==> src/hw/rtl/hsl2rgb_pkg.sv <==
// Package of the HSL to RGB converter: fixed-point constants, beat types and helpers.
// Depends on nothing; the front end, back end, top level and checker import it.
package hsl2rgb_pkg;

  localparam int FRAC_BITS = 12;
  localparam int HUE_W     = FRAC_BITS;
  localparam int ONE_W     = FRAC_BITS + 1;

  typedef logic [HUE_W-1:0] hue_t;
  typedef logic [ONE_W-1:0] unit_t;

  localparam unit_t ONE        = unit_t'(1 << FRAC_BITS);
  localparam hue_t  HALF       = hue_t'((1 << FRAC_BITS) / 2);
  localparam hue_t  THIRD      = hue_t'((1 << FRAC_BITS) / 3);
  localparam hue_t  SIXTH      = hue_t'((1 << FRAC_BITS) / 6);
  localparam hue_t  TWO_THIRDS = hue_t'((2 << FRAC_BITS) / 3);

  localparam int HSL2RGB_MID_DEPTH = 4;
  localparam int HSL2RGB_OUT_DEPTH = 2;

  typedef struct packed {
    hue_t  hue;
    unit_t saturation;
    unit_t lightness;
  } hsl2rgb_in_t;

  typedef struct packed {
    unit_t red;
    unit_t green;
    unit_t blue;
  } hsl2rgb_out_t;

  // Classified pixel handed from the front to the back. Ramp positions are
  // ordered red, green, blue.
  typedef struct packed {
    logic                 gray;
    unit_t                lightness;
    unit_t                p;
    unit_t                q;
    logic [2:0][HUE_W-1:0] pos;
  } hsl2rgb_mid_t;

  function automatic unit_t sat_one(input unit_t v);
    sat_one = (v > ONE) ? ONE : v;
  endfunction

endpackage

==> src/hw/rtl/hsl2rgb_queue.sv <==
// Small first-in first-out queue of register entries with push/full and pop/empty sides.
// Depends on nothing; DEPTH must be a power of two of at least two.
module hsl2rgb_queue #(
  parameter int WIDTH = 8,
  parameter int DEPTH = 4
) (
  input  logic             clk,
  input  logic             rst_n,
  input  logic             push,
  output logic             full,
  input  logic [WIDTH-1:0] wdata,
  input  logic             pop,
  output logic             empty,
  output logic [WIDTH-1:0] rdata
);

  localparam int PTR_W = $clog2(DEPTH);
  localparam int CNT_W = $clog2(DEPTH + 1);

  logic [WIDTH-1:0] mem_r [DEPTH];
  logic [PTR_W-1:0] wr_ptr_r, wr_ptr_nxt;
  logic [PTR_W-1:0] rd_ptr_r, rd_ptr_nxt;
  logic [CNT_W-1:0] cnt_r, cnt_nxt;
  logic             do_push, do_pop;

  assign full    = (cnt_r == CNT_W'(DEPTH));
  assign empty   = (cnt_r == '0);
  assign do_push = push && !full;
  assign do_pop  = pop && !empty;
  assign rdata   = mem_r[rd_ptr_r];

  always_comb begin
    wr_ptr_nxt = do_push ? wr_ptr_r + PTR_W'(1) : wr_ptr_r;
    rd_ptr_nxt = do_pop ? rd_ptr_r + PTR_W'(1) : rd_ptr_r;
    cnt_nxt    = cnt_r;
    if (do_push && !do_pop) begin
      cnt_nxt = cnt_r + CNT_W'(1);
    end else if (do_pop && !do_push) begin
      cnt_nxt = cnt_r - CNT_W'(1);
    end
  end

  always_ff @(posedge clk) begin
    if (!rst_n) begin
      wr_ptr_r <= '0;
      rd_ptr_r <= '0;
      cnt_r    <= '0;
    end else begin
      wr_ptr_r <= wr_ptr_nxt;
      rd_ptr_r <= rd_ptr_nxt;
      cnt_r    <= cnt_nxt;
    end
  end

  always_ff @(posedge clk) begin
    if (do_push) begin
      mem_r[wr_ptr_r] <= wdata;
    end
  end

endmodule

==> src/hw/rtl/hsl2rgb_front.sv <==
// Front end of the HSL to RGB converter: accepts pixels, flags gray ones and forms q, p
// and the three ramp positions. Depends on hsl2rgb_pkg.
module hsl2rgb_front
  import hsl2rgb_pkg::*;
(
  input  logic         clk,
  input  logic         rst_n,
  input  logic         in_push,
  output logic         in_full,
  input  hsl2rgb_in_t  in_data,
  output logic         mid_push,
  input  logic         mid_full,
  output hsl2rgb_mid_t mid_data
);

  localparam int PROD_W = 2 * ONE_W + 1;

  logic                  s1_v_r, s1_v_nxt;
  logic                  gray_r;
  unit_t                 l_r, q_r;
  logic [2:0][HUE_W-1:0] pos_r;

  logic                  advance, accept;
  unit_t                 s, l;
  logic                  low;
  logic [ONE_W:0]        mult_b;
  logic [PROD_W-1:0]     prod, prod_rnd;
  logic [ONE_W:0]        rnd;
  logic [ONE_W+1:0]      q_wide;
  logic [ONE_W:0]        p_wide;

  assign advance  = !s1_v_r || !mid_full;
  assign in_full  = !advance;
  assign accept   = in_push && advance;
  assign mid_push = s1_v_r && !mid_full;
  assign s1_v_nxt = advance ? accept : s1_v_r;

  // q = L*(1+S) below half lightness, otherwise L + S - L*S.
  always_comb begin
    s        = sat_one(in_data.saturation);
    l        = sat_one(in_data.lightness);
    low      = (l < unit_t'(HALF));
    mult_b   = low ? ({1'b0, s} + {1'b0, ONE}) : {1'b0, s};
    prod     = PROD_W'(l) * PROD_W'(mult_b);
    prod_rnd = prod + PROD_W'(HALF);
    rnd      = prod_rnd[FRAC_BITS +: ONE_W+1];
    q_wide   = low ? (ONE_W+2)'(rnd)
                   : (ONE_W+2)'(l) + (ONE_W+2)'(s) - (ONE_W+2)'(rnd);
  end

  always_ff @(posedge clk) begin
    if (!rst_n) begin
      s1_v_r <= 1'b0;
    end else begin
      s1_v_r <= s1_v_nxt;
    end
  end

  // Hue positions wrap modulo one turn, which the hue width does by itself.
  always_ff @(posedge clk) begin
    if (accept) begin
      gray_r   <= (s == '0);
      l_r      <= l;
      q_r      <= q_wide[ONE_W-1:0];
      pos_r[0] <= in_data.hue + THIRD;
      pos_r[1] <= in_data.hue;
      pos_r[2] <= in_data.hue - THIRD;
    end
  end

  always_comb begin
    p_wide             = {l_r, 1'b0} - (ONE_W+1)'(q_r);
    mid_data.gray      = gray_r;
    mid_data.lightness = l_r;
    mid_data.q         = q_r;
    mid_data.p         = p_wide[ONE_W-1:0];
    mid_data.pos       = pos_r;
  end

endmodule

==> src/hw/rtl/hsl2rgb_back.sv <==
// Back end of the HSL to RGB converter: evaluates the hue ramp for red, green and blue
// in two steps, one multiplier per channel. Depends on hsl2rgb_pkg.
module hsl2rgb_back
  import hsl2rgb_pkg::*;
(
  input  logic         clk,
  input  logic         rst_n,
  input  logic         mid_empty,
  output logic         mid_pop,
  input  hsl2rgb_mid_t mid_data,
  output logic         out_push,
  input  logic         out_full,
  output hsl2rgb_out_t out_data
);

  localparam int PRW = ONE_W + HUE_W;

  typedef enum logic [1:0] {
    SEG_RISE,
    SEG_HIGH,
    SEG_FALL,
    SEG_LOW
  } seg_t;

  logic              b1_v_r, b1_v_nxt;
  logic              gray_r;
  unit_t             l_r, p_r, q_r;
  seg_t              seg_r  [3];
  logic [PRW-1:0]    prod_r [3];

  logic              advance;
  unit_t             d;
  seg_t              seg    [3];
  hue_t              arg    [3];
  hue_t              fall_t [3];
  logic [HUE_W+2:0]  arg_w  [3];
  logic [PRW-1:0]    prod_rnd [3];
  logic [ONE_W:0]    val    [3];
  unit_t             chan   [3];

  assign advance  = !b1_v_r || !out_full;
  assign mid_pop  = !mid_empty && advance;
  assign out_push = b1_v_r && !out_full;
  assign b1_v_nxt = advance ? mid_pop : b1_v_r;
  assign d        = mid_data.q - mid_data.p;

  always_comb begin
    for (int i = 0; i < 3; i++) begin
      fall_t[i] = TWO_THIRDS - mid_data.pos[i];
      if (mid_data.pos[i] < SIXTH) begin
        seg[i]   = SEG_RISE;
        arg_w[i] = (HUE_W+3)'(mid_data.pos[i]) * (HUE_W+3)'(6);
      end else if (mid_data.pos[i] < HALF) begin
        seg[i]   = SEG_HIGH;
        arg_w[i] = '0;
      end else if (mid_data.pos[i] < TWO_THIRDS) begin
        seg[i]   = SEG_FALL;
        arg_w[i] = (HUE_W+3)'(fall_t[i]) * (HUE_W+3)'(6);
      end else begin
        seg[i]   = SEG_LOW;
        arg_w[i] = '0;
      end
      arg[i] = arg_w[i][HUE_W-1:0];
    end
  end

  always_ff @(posedge clk) begin
    if (!rst_n) begin
      b1_v_r <= 1'b0;
    end else begin
      b1_v_r <= b1_v_nxt;
    end
  end

  always_ff @(posedge clk) begin
    if (mid_pop) begin
      gray_r <= mid_data.gray;
      l_r    <= mid_data.lightness;
      p_r    <= mid_data.p;
      q_r    <= mid_data.q;
      for (int i = 0; i < 3; i++) begin
        seg_r[i]  <= seg[i];
        prod_r[i] <= PRW'(d) * PRW'(arg[i]);
      end
    end
  end

  always_comb begin
    for (int i = 0; i < 3; i++) begin
      prod_rnd[i] = prod_r[i] + PRW'(HALF);
      case (seg_r[i])
        SEG_RISE, SEG_FALL: val[i] = {1'b0, p_r} + {1'b0, prod_rnd[i][FRAC_BITS +: ONE_W]};
        SEG_HIGH:           val[i] = {1'b0, q_r};
        SEG_LOW:            val[i] = {1'b0, p_r};
        default:            val[i] = {1'b0, p_r};
      endcase
      if (gray_r) begin
        chan[i] = l_r;
      end else if (val[i] > {1'b0, ONE}) begin
        chan[i] = ONE;
      end else begin
        chan[i] = val[i][ONE_W-1:0];
      end
    end
    out_data.red   = chan[0];
    out_data.green = chan[1];
    out_data.blue  = chan[2];
  end

endmodule

==> src/hw/rtl/hsl_to_rgb_converter.sv <==
// Top level of the HSL to RGB converter: front end, decoupling queue, back end, result queue.
// Depends on hsl2rgb_pkg, hsl2rgb_queue, hsl2rgb_front and hsl2rgb_back.
//
// Usage: pixels enter as hue, saturation and lightness in 12-fractional-bit fixed point
// (4096 is 1.0, hue is a fraction of a turn) and leave as red, green and blue, each
// rounded and saturated to 0..4096. A zero saturation gives gray at the lightness level.
// Both channels behave like queues. An input beat is taken when in_push is high and in_full
// is low; the oldest result sits on out_data while out_empty is low and is taken when
// out_pop is high. Exactly one result beat leaves for every input beat, in order.
// Path: a taken pixel is registered in the front stage, queued, registered in the back
// stage and queued again for out_data. Throughput is one pixel per clock when nothing
// stalls downstream; the front q multiply and the three back ramp multipliers feed registers.
// The front end and back end are separated by a queue of MID_DEPTH entries and the results
// wait in a queue of OUT_DEPTH entries, so a receiver that holds off out_pop fills these
// queues first; in_full rises only once the front stage cannot drain.
// Reset (rst_n low at a clock edge) empties both queues and both stages: out_empty goes
// high and in_full low after the edge. No clearing pass is needed afterward.
module hsl_to_rgb_converter
  import hsl2rgb_pkg::*;
#(
  parameter int MID_DEPTH = HSL2RGB_MID_DEPTH,
  parameter int OUT_DEPTH = HSL2RGB_OUT_DEPTH
) (
  input  logic         clk,
  input  logic         rst_n,
  input  logic         in_push,
  output logic         in_full,
  input  hsl2rgb_in_t  in_data,
  output logic         out_empty,
  input  logic         out_pop,
  output hsl2rgb_out_t out_data
);

  localparam int MID_W = $bits(hsl2rgb_mid_t);
  localparam int OUT_W = $bits(hsl2rgb_out_t);

  // Front to queue.
  logic         fq_push, fq_full;
  hsl2rgb_mid_t fq_data;
  // Queue to back.
  logic         qb_pop, qb_empty;
  logic [MID_W-1:0] qb_bits;
  hsl2rgb_mid_t qb_data;
  // Back to result queue.
  logic         bo_push, bo_full;
  hsl2rgb_out_t bo_data;
  logic [OUT_W-1:0] out_bits;

  assign qb_data  = hsl2rgb_mid_t'(qb_bits);
  assign out_data = hsl2rgb_out_t'(out_bits);

  hsl2rgb_front u_front (
    .clk      (clk),
    .rst_n    (rst_n),
    .in_push  (in_push),
    .in_full  (in_full),
    .in_data  (in_data),
    .mid_push (fq_push),
    .mid_full (fq_full),
    .mid_data (fq_data)
  );

  // The decoupling queue lets the front keep accepting while the back waits on the receiver.
  hsl2rgb_queue #(
    .WIDTH (MID_W),
    .DEPTH (MID_DEPTH)
  ) u_mid_queue (
    .clk   (clk),
    .rst_n (rst_n),
    .push  (fq_push),
    .full  (fq_full),
    .wdata (MID_W'(fq_data)),
    .pop   (qb_pop),
    .empty (qb_empty),
    .rdata (qb_bits)
  );

  hsl2rgb_back u_back (
    .clk       (clk),
    .rst_n     (rst_n),
    .mid_empty (qb_empty),
    .mid_pop   (qb_pop),
    .mid_data  (qb_data),
    .out_push  (bo_push),
    .out_full  (bo_full),
    .out_data  (bo_data)
  );

  // Finished results wait here so the back end keeps moving while out_pop is low.
  hsl2rgb_queue #(
    .WIDTH (OUT_W),
    .DEPTH (OUT_DEPTH)
  ) u_out_queue (
    .clk   (clk),
    .rst_n (rst_n),
    .push  (bo_push),
    .full  (bo_full),
    .wdata (OUT_W'(bo_data)),
    .pop   (out_pop),
    .empty (out_empty),
    .rdata (out_bits)
  );

endmodule

==> config.mk <==
export PLATFORM = sky130hd
export DESIGN_NAME = hsl_to_rgb_converter
export DESIGN_NICKNAME = d
export VERILOG_FILES = /design/src/hw/rtl/hsl2rgb_pkg.sv /design/src/hw/rtl/hsl2rgb_queue.sv /design/src/hw/rtl/hsl2rgb_front.sv /design/src/hw/rtl/hsl2rgb_back.sv /design/src/hw/rtl/hsl_to_rgb_converter.sv
export SDC_FILE = /design/constraint.sdc
export NUM_CORES = 2
export LEC_CHECK = 0
export BUFFER_PORTS_ARGS = -buffer_cell sky130_fd_sc_hd__buf_2
export CAP_MARGIN = 20
export CORE_ASPECT_RATIO = 1.75
export CORE_MARGIN = 5
export CORE_UTILIZATION = 65
export CTS_BUF_LIST = sky130_fd_sc_hd__clkbuf_4
export DETAILED_ROUTE_END_ITERATION = 6
export PLACE_DENSITY = 0.82
export SLEW_MARGIN = 20
export SYNTH_ARGS = -nofsm -noshare
export SYNTH_HDL_FRONTEND = slang
export SYNTH_HIERARCHICAL = 1
export SYNTH_SLANG_ARGS = --single-unit
==> constraint.sdc <==
create_clock -name clk -period 17.05 [get_ports clk]
set_input_delay 0.8525 -clock clk [delete_from_list [all_inputs] [get_ports clk]]
set_output_delay 0.8525 -clock clk [all_outputs]
set_load 0.03 [all_outputs]
==> results.md <==
- The mean routed wirelength per cell is 21.3 um.
- The number of clock sinks seen by CTS is 548.
- The flow ran to the end, but the final reports show violations.
- The number of different library cells used by synthesis comes to 93.
- Once the clock tree was built, the setup fixing pass inserted 0 buffers.
- Setup repair after global routing left no endpoint under its margin.
- The number of routed nets with antenna violations is 0.
- The most used flip-flop cell after synthesis is sky130_fd_sc_hd__edfxtp_1.
- The synthesized netlist devotes 4.53% of its cell area to XOR and XNOR gates.
- The buffer depth of the longest clock path is 3.
- The max-slew violation count is 0.
- The detailed-route via count is roughly 33,000.
- The endpoint identified for the worst register-to-register timing path is u_back/prod_r[0][74].
- For the pin with the worst max-slew slack, the measured transition is 0.964 ns.
- The area share of and/or/nand/nor cells after synthesis is 10.7%.
- On the worst path, the slowest cell contributes a delay of between 0.8 and 0.9 ns.
- After synthesis, the largest family of logic cells by area is adder cells.
- The biggest area contributor in the post-synthesis netlist is sky130_fd_sc_hd__edfxtp_1.
- The total CTS buffers is 109.
- Once the floorplan was initialized, standard cells occupied 65.4% of the core.
- Between clock sinks in the finished design, the worst skew comes to around 0.096 ns.
- The mean cell area of the mapped netlist is about 11 sq um.
- The achievable clock frequency is 101 MHz.
- The path class of the tightest hold or removal check is in -> reg.
- The arrival time of data at the critical path endpoint is 10.53 ns.
- The number of global-route vias before repair was 35,160.
- The final critical-path required period is 9.89 ns.
- The number of nets in the synthesized netlist is 5,253.
- The largest driver fanout on the critical path is 40.
- The die covers 79,000 sq um.
- The final reports fail on design-rule violations.
- The worst pin sits at a relative slew slack of 35.3%.
- The worst-case register-to-register setup slack is 7.16 ns.
- The maximum number of pins on one net before global-route repair is 72.
- In this run, post-CTS repair resized a total of 0 instances.
- In the final layout, the share of cells above drive strength 1 is around 11%.
- Ranked by instance count, the synthesized netlist is headed by sky130_fd_sc_hd__inv_1 (638), sky130_fd_sc_hd__edfxtp_1 (532), sky130_fd_sc_hd__ha_1 (456).
- The number of hold buffers added after cts is 0.
- In the post-synthesis netlist, the biggest area contributors are sky130_fd_sc_hd__edfxtp_1 (34%), sky130_fd_sc_hd__fa_1 (19%), sky130_fd_sc_hd__ha_1 (12%).
- In this run the most critical hold path is launched from in_data[35].
- The area fraction in compound gates after synthesis is 7.59%.
- The data required time of the critical path is 17.68 ns.
- Routability-driven placement finished with a final weighted congestion of 0.976.
- The clock transition time at the flip-flop clock pins of the worst setup and hold paths is approximately 0.080 ns.
- The final count of hold timing violations is 0.
- The share of synthesized registers carrying an async set or reset is 0%.
- In this run the tool buffered the top-level ports with 82 buffer cells.
- Of the synthesized area, sequential elements account for between 30 and 40%.
- The cell area that synthesis handed to floorplanning was roughly 48,000 sq um.
- After legalization and detailed placement, the total HPWL measured between 90 and 100 mm.
- The most numerous cell type found on the critical path is sky130_fd_sc_hd__fa_1.
- The final critical-path share of the clock period is 58.0%.
- The share of cell area taken by muxes after synthesis is 5.67%.
- The number of flip-flops and latches in the synthesized netlist is 548.
- The TritonCTS clock tree is done.
- Synthesis produced a netlist whose cell count is ~4,300.
- For this run the aggregate overflow at the end of global routing stands at 0.
- The standard-cell row count is 131.
- The horizontal die dimension is 215 um.
- STA classifies the critical path startpoint as a register.
- The number of vias per cell after detailed routing is 6.02.
- The die is 368 um tall.
- In this run, the number of DRC markers left after iteration 0 of detailed routing was between 2,000 and 2,500.
- The tree is rooted in a sky130_fd_sc_hd__clkbuf_4.
- The number of synthesized flops with an enable pin is 532.
- The capture endpoint of the worst hold path is u_front/mid_data[21].
- The area growth from synthesis to layout is 6.34%.
- The worst setup path category is reg -> reg.
- The final layout contains 5,363 nets.
- STA classifies the critical path endpoint as a register.
- The number of cells on the worst reg-to-reg path is 31.
- Hold timing on the final database bottoms out at a slack of between 0.15 and 0.2 ns.
- The worst-skew pair later-pin latency is 0.94 ns.
- The post-detailed-route DRC marker count is 6.
- For this run, the total global-route usage over all layers was measured as 29.6%.
- The pre-antenna-repair detailed-routing pass consisted of 7 iterations.
- Wires add up to 116 mm.
- The floorplan step defined a core boundary enclosing 72,800 sq um.
- The H-tree was split into 3 levels.
- The setup-violating endpoint count in the final report is 0.
- The portion of synthesized cell area occupied by the leading cell type is roughly 34%.
- The max capacitance violation total is 0.
- The adder and majority gate portion of the synthesized area is between 30% and 40%.
- For the final routed database, the setup TNS stands at 0 ns.
- The number of antenna violations at the first check in global routing was 5.
- The total I/O pin count is 83.
- sky130_fd_sc_hd__inv_1 is the most common cell in the netlist.
- The first global-routing pass estimated between 150 and 200 mm of wire.
- The total of warnings raised by yosys is 6.
- The slowest stage of the critical path belongs to the cell sky130_fd_sc_hd__dfxtp_4.
- The number of cells on the worst hold path is 1.
==> cell usage in the layout, fill, tap and decap left out, types with 11 or more instances in the layout <==
master                     count
sky130_fd_sc_hd__nor2_1      378
sky130_fd_sc_hd__a21o_1       39
sky130_fd_sc_hd__nand4_1      15
sky130_fd_sc_hd__nand2b_1     68
sky130_fd_sc_hd__xor2_1       78
sky130_fd_sc_hd__nor2b_1      60
sky130_fd_sc_hd__inv_1       638
sky130_fd_sc_hd__o21a_1       36
sky130_fd_sc_hd__mux4_2       76
sky130_fd_sc_hd__buf_2        82
sky130_fd_sc_hd__clkinv_1     40
sky130_fd_sc_hd__o21bai_1     16
sky130_fd_sc_hd__xnor2_1     156
sky130_fd_sc_hd__ha_1        456
sky130_fd_sc_hd__or2_2        13
sky130_fd_sc_hd__and2_1       73
sky130_fd_sc_hd__mux2i_1      39
sky130_fd_sc_hd__dfxtp_1      14
sky130_fd_sc_hd__a21boi_0     11
sky130_fd_sc_hd__and3_1       14
sky130_fd_sc_hd__buf_4        62
sky130_fd_sc_hd__mux2_2       53
sky130_fd_sc_hd__clkbuf_4    149
sky130_fd_sc_hd__a21oi_1     130
sky130_fd_sc_hd__o21ai_0     142
sky130_fd_sc_hd__nand3_1      28
sky130_fd_sc_hd__fa_1        446
sky130_fd_sc_hd__a22o_1       11
sky130_fd_sc_hd__edfxtp_1    532
sky130_fd_sc_hd__nand2_1     353
sky130_fd_sc_hd__nor3_1       53
sky130_fd_sc_hd__a211oi_1     22
==> flip-flops by register name (all words and copies together), names as in the netlist, named ones only <==
name,cells
u_mid_queue/wr_ptr_r,2
u_front/q_r,13
u_front/s1_v_r,1
u_out_queue/rd_ptr_r,1
u_back/gray_r,1
u_front/l_r,13
u_back/b1_v_r,1
u_mid_queue/mem_r,304
u_back/l_r,13
u_front/mid_data,35
u_back/seg_r,6
u_mid_queue/rd_ptr_r,2
u_mid_queue/cnt_r,3
u_back/prod_r,42
u_back/q_r,13
u_out_queue/cnt_r,2
u_back/p_r,13
u_out_queue/wr_ptr_r,1
u_front/gray_r,1
u_out_queue/mem_r,78
==> cell type report <==
cell class	count	area (sq um)
inverter	647	2430
sequential	548	16300
multi-input combinational	2969	28300
fill	5197	22200
clock buffer	149	1120
antenna	4	10.0
clock inverter	52	423
timing repair buffer	144	876
tap	931	1160
==> per-layer routing <==
metal  wire, um  GRT usage [%]
met4       9710           21.4
met2      61900           54.4
met3       6960           3.92
met5         13              0
met1      37600           30.9
==> cell families after synthesis <==
group | Yosys count
AO/OA/AOI/OAI | 547
flip-flops | 548
adder cells (fa/ha/maj) | 902
AND/OR/NAND/NOR | 1108
multiplexers | 168
buffers and inverters | 792
XOR/XNOR | 244
==> stage by stage <==
stage | cell area (sq um) | utilization (%) | cells | setup WS (ns)
2_1_floorplan | 47600 | - | 4309 | 8.08
3_3_place_gp | 49100 | 67.4 | 5238 | 7.07
3_5_place_dp | 49100 | 67.4 | 5238 | 7.01
4_1_cts | 50600 | 69.5 | 5439 | 7.02
5_1_grt | 50600 | 69.6 | 5443 | 6.42
6_report | 50600 | 69.6 | 5444 | 7.16
==> worst max-delay path by stage <==
stage / slack, ns / startpoint / to / cells after the start
6_report: 7.16 / register / u_back/prod_r[0][74] / 31
3_5_place_dp: 7.01 / register / u_back/prod_r[0][74] / 31
4_1_cts: 7.02 / register / u_back/prod_r[0][74] / 31
2_1_floorplan: 8.08 / in_data[12] / u_front/q_r[12] / 32
3_3_place_gp: 7.07 / register / u_back/prod_r[0][74] / 33
5_1_grt: 6.42 / register / u_back/prod_r[0][74] / 31
==> worst max-delay path, delay by kind of cell, from the launching register on <==
kind,cells,cell delay [ns]
compound gates,8,1.61
simple gates,6,1.28
mux,1,0.61
flops,1,0.82
xor+xnor,2,0.82
fa+ha+maj,8,3.46
buf+inv,6,1.01
Power is left out: the tool's default activity adds up to more than one toggle a clock period on the data nets, which glitch-free logic cannot reach.
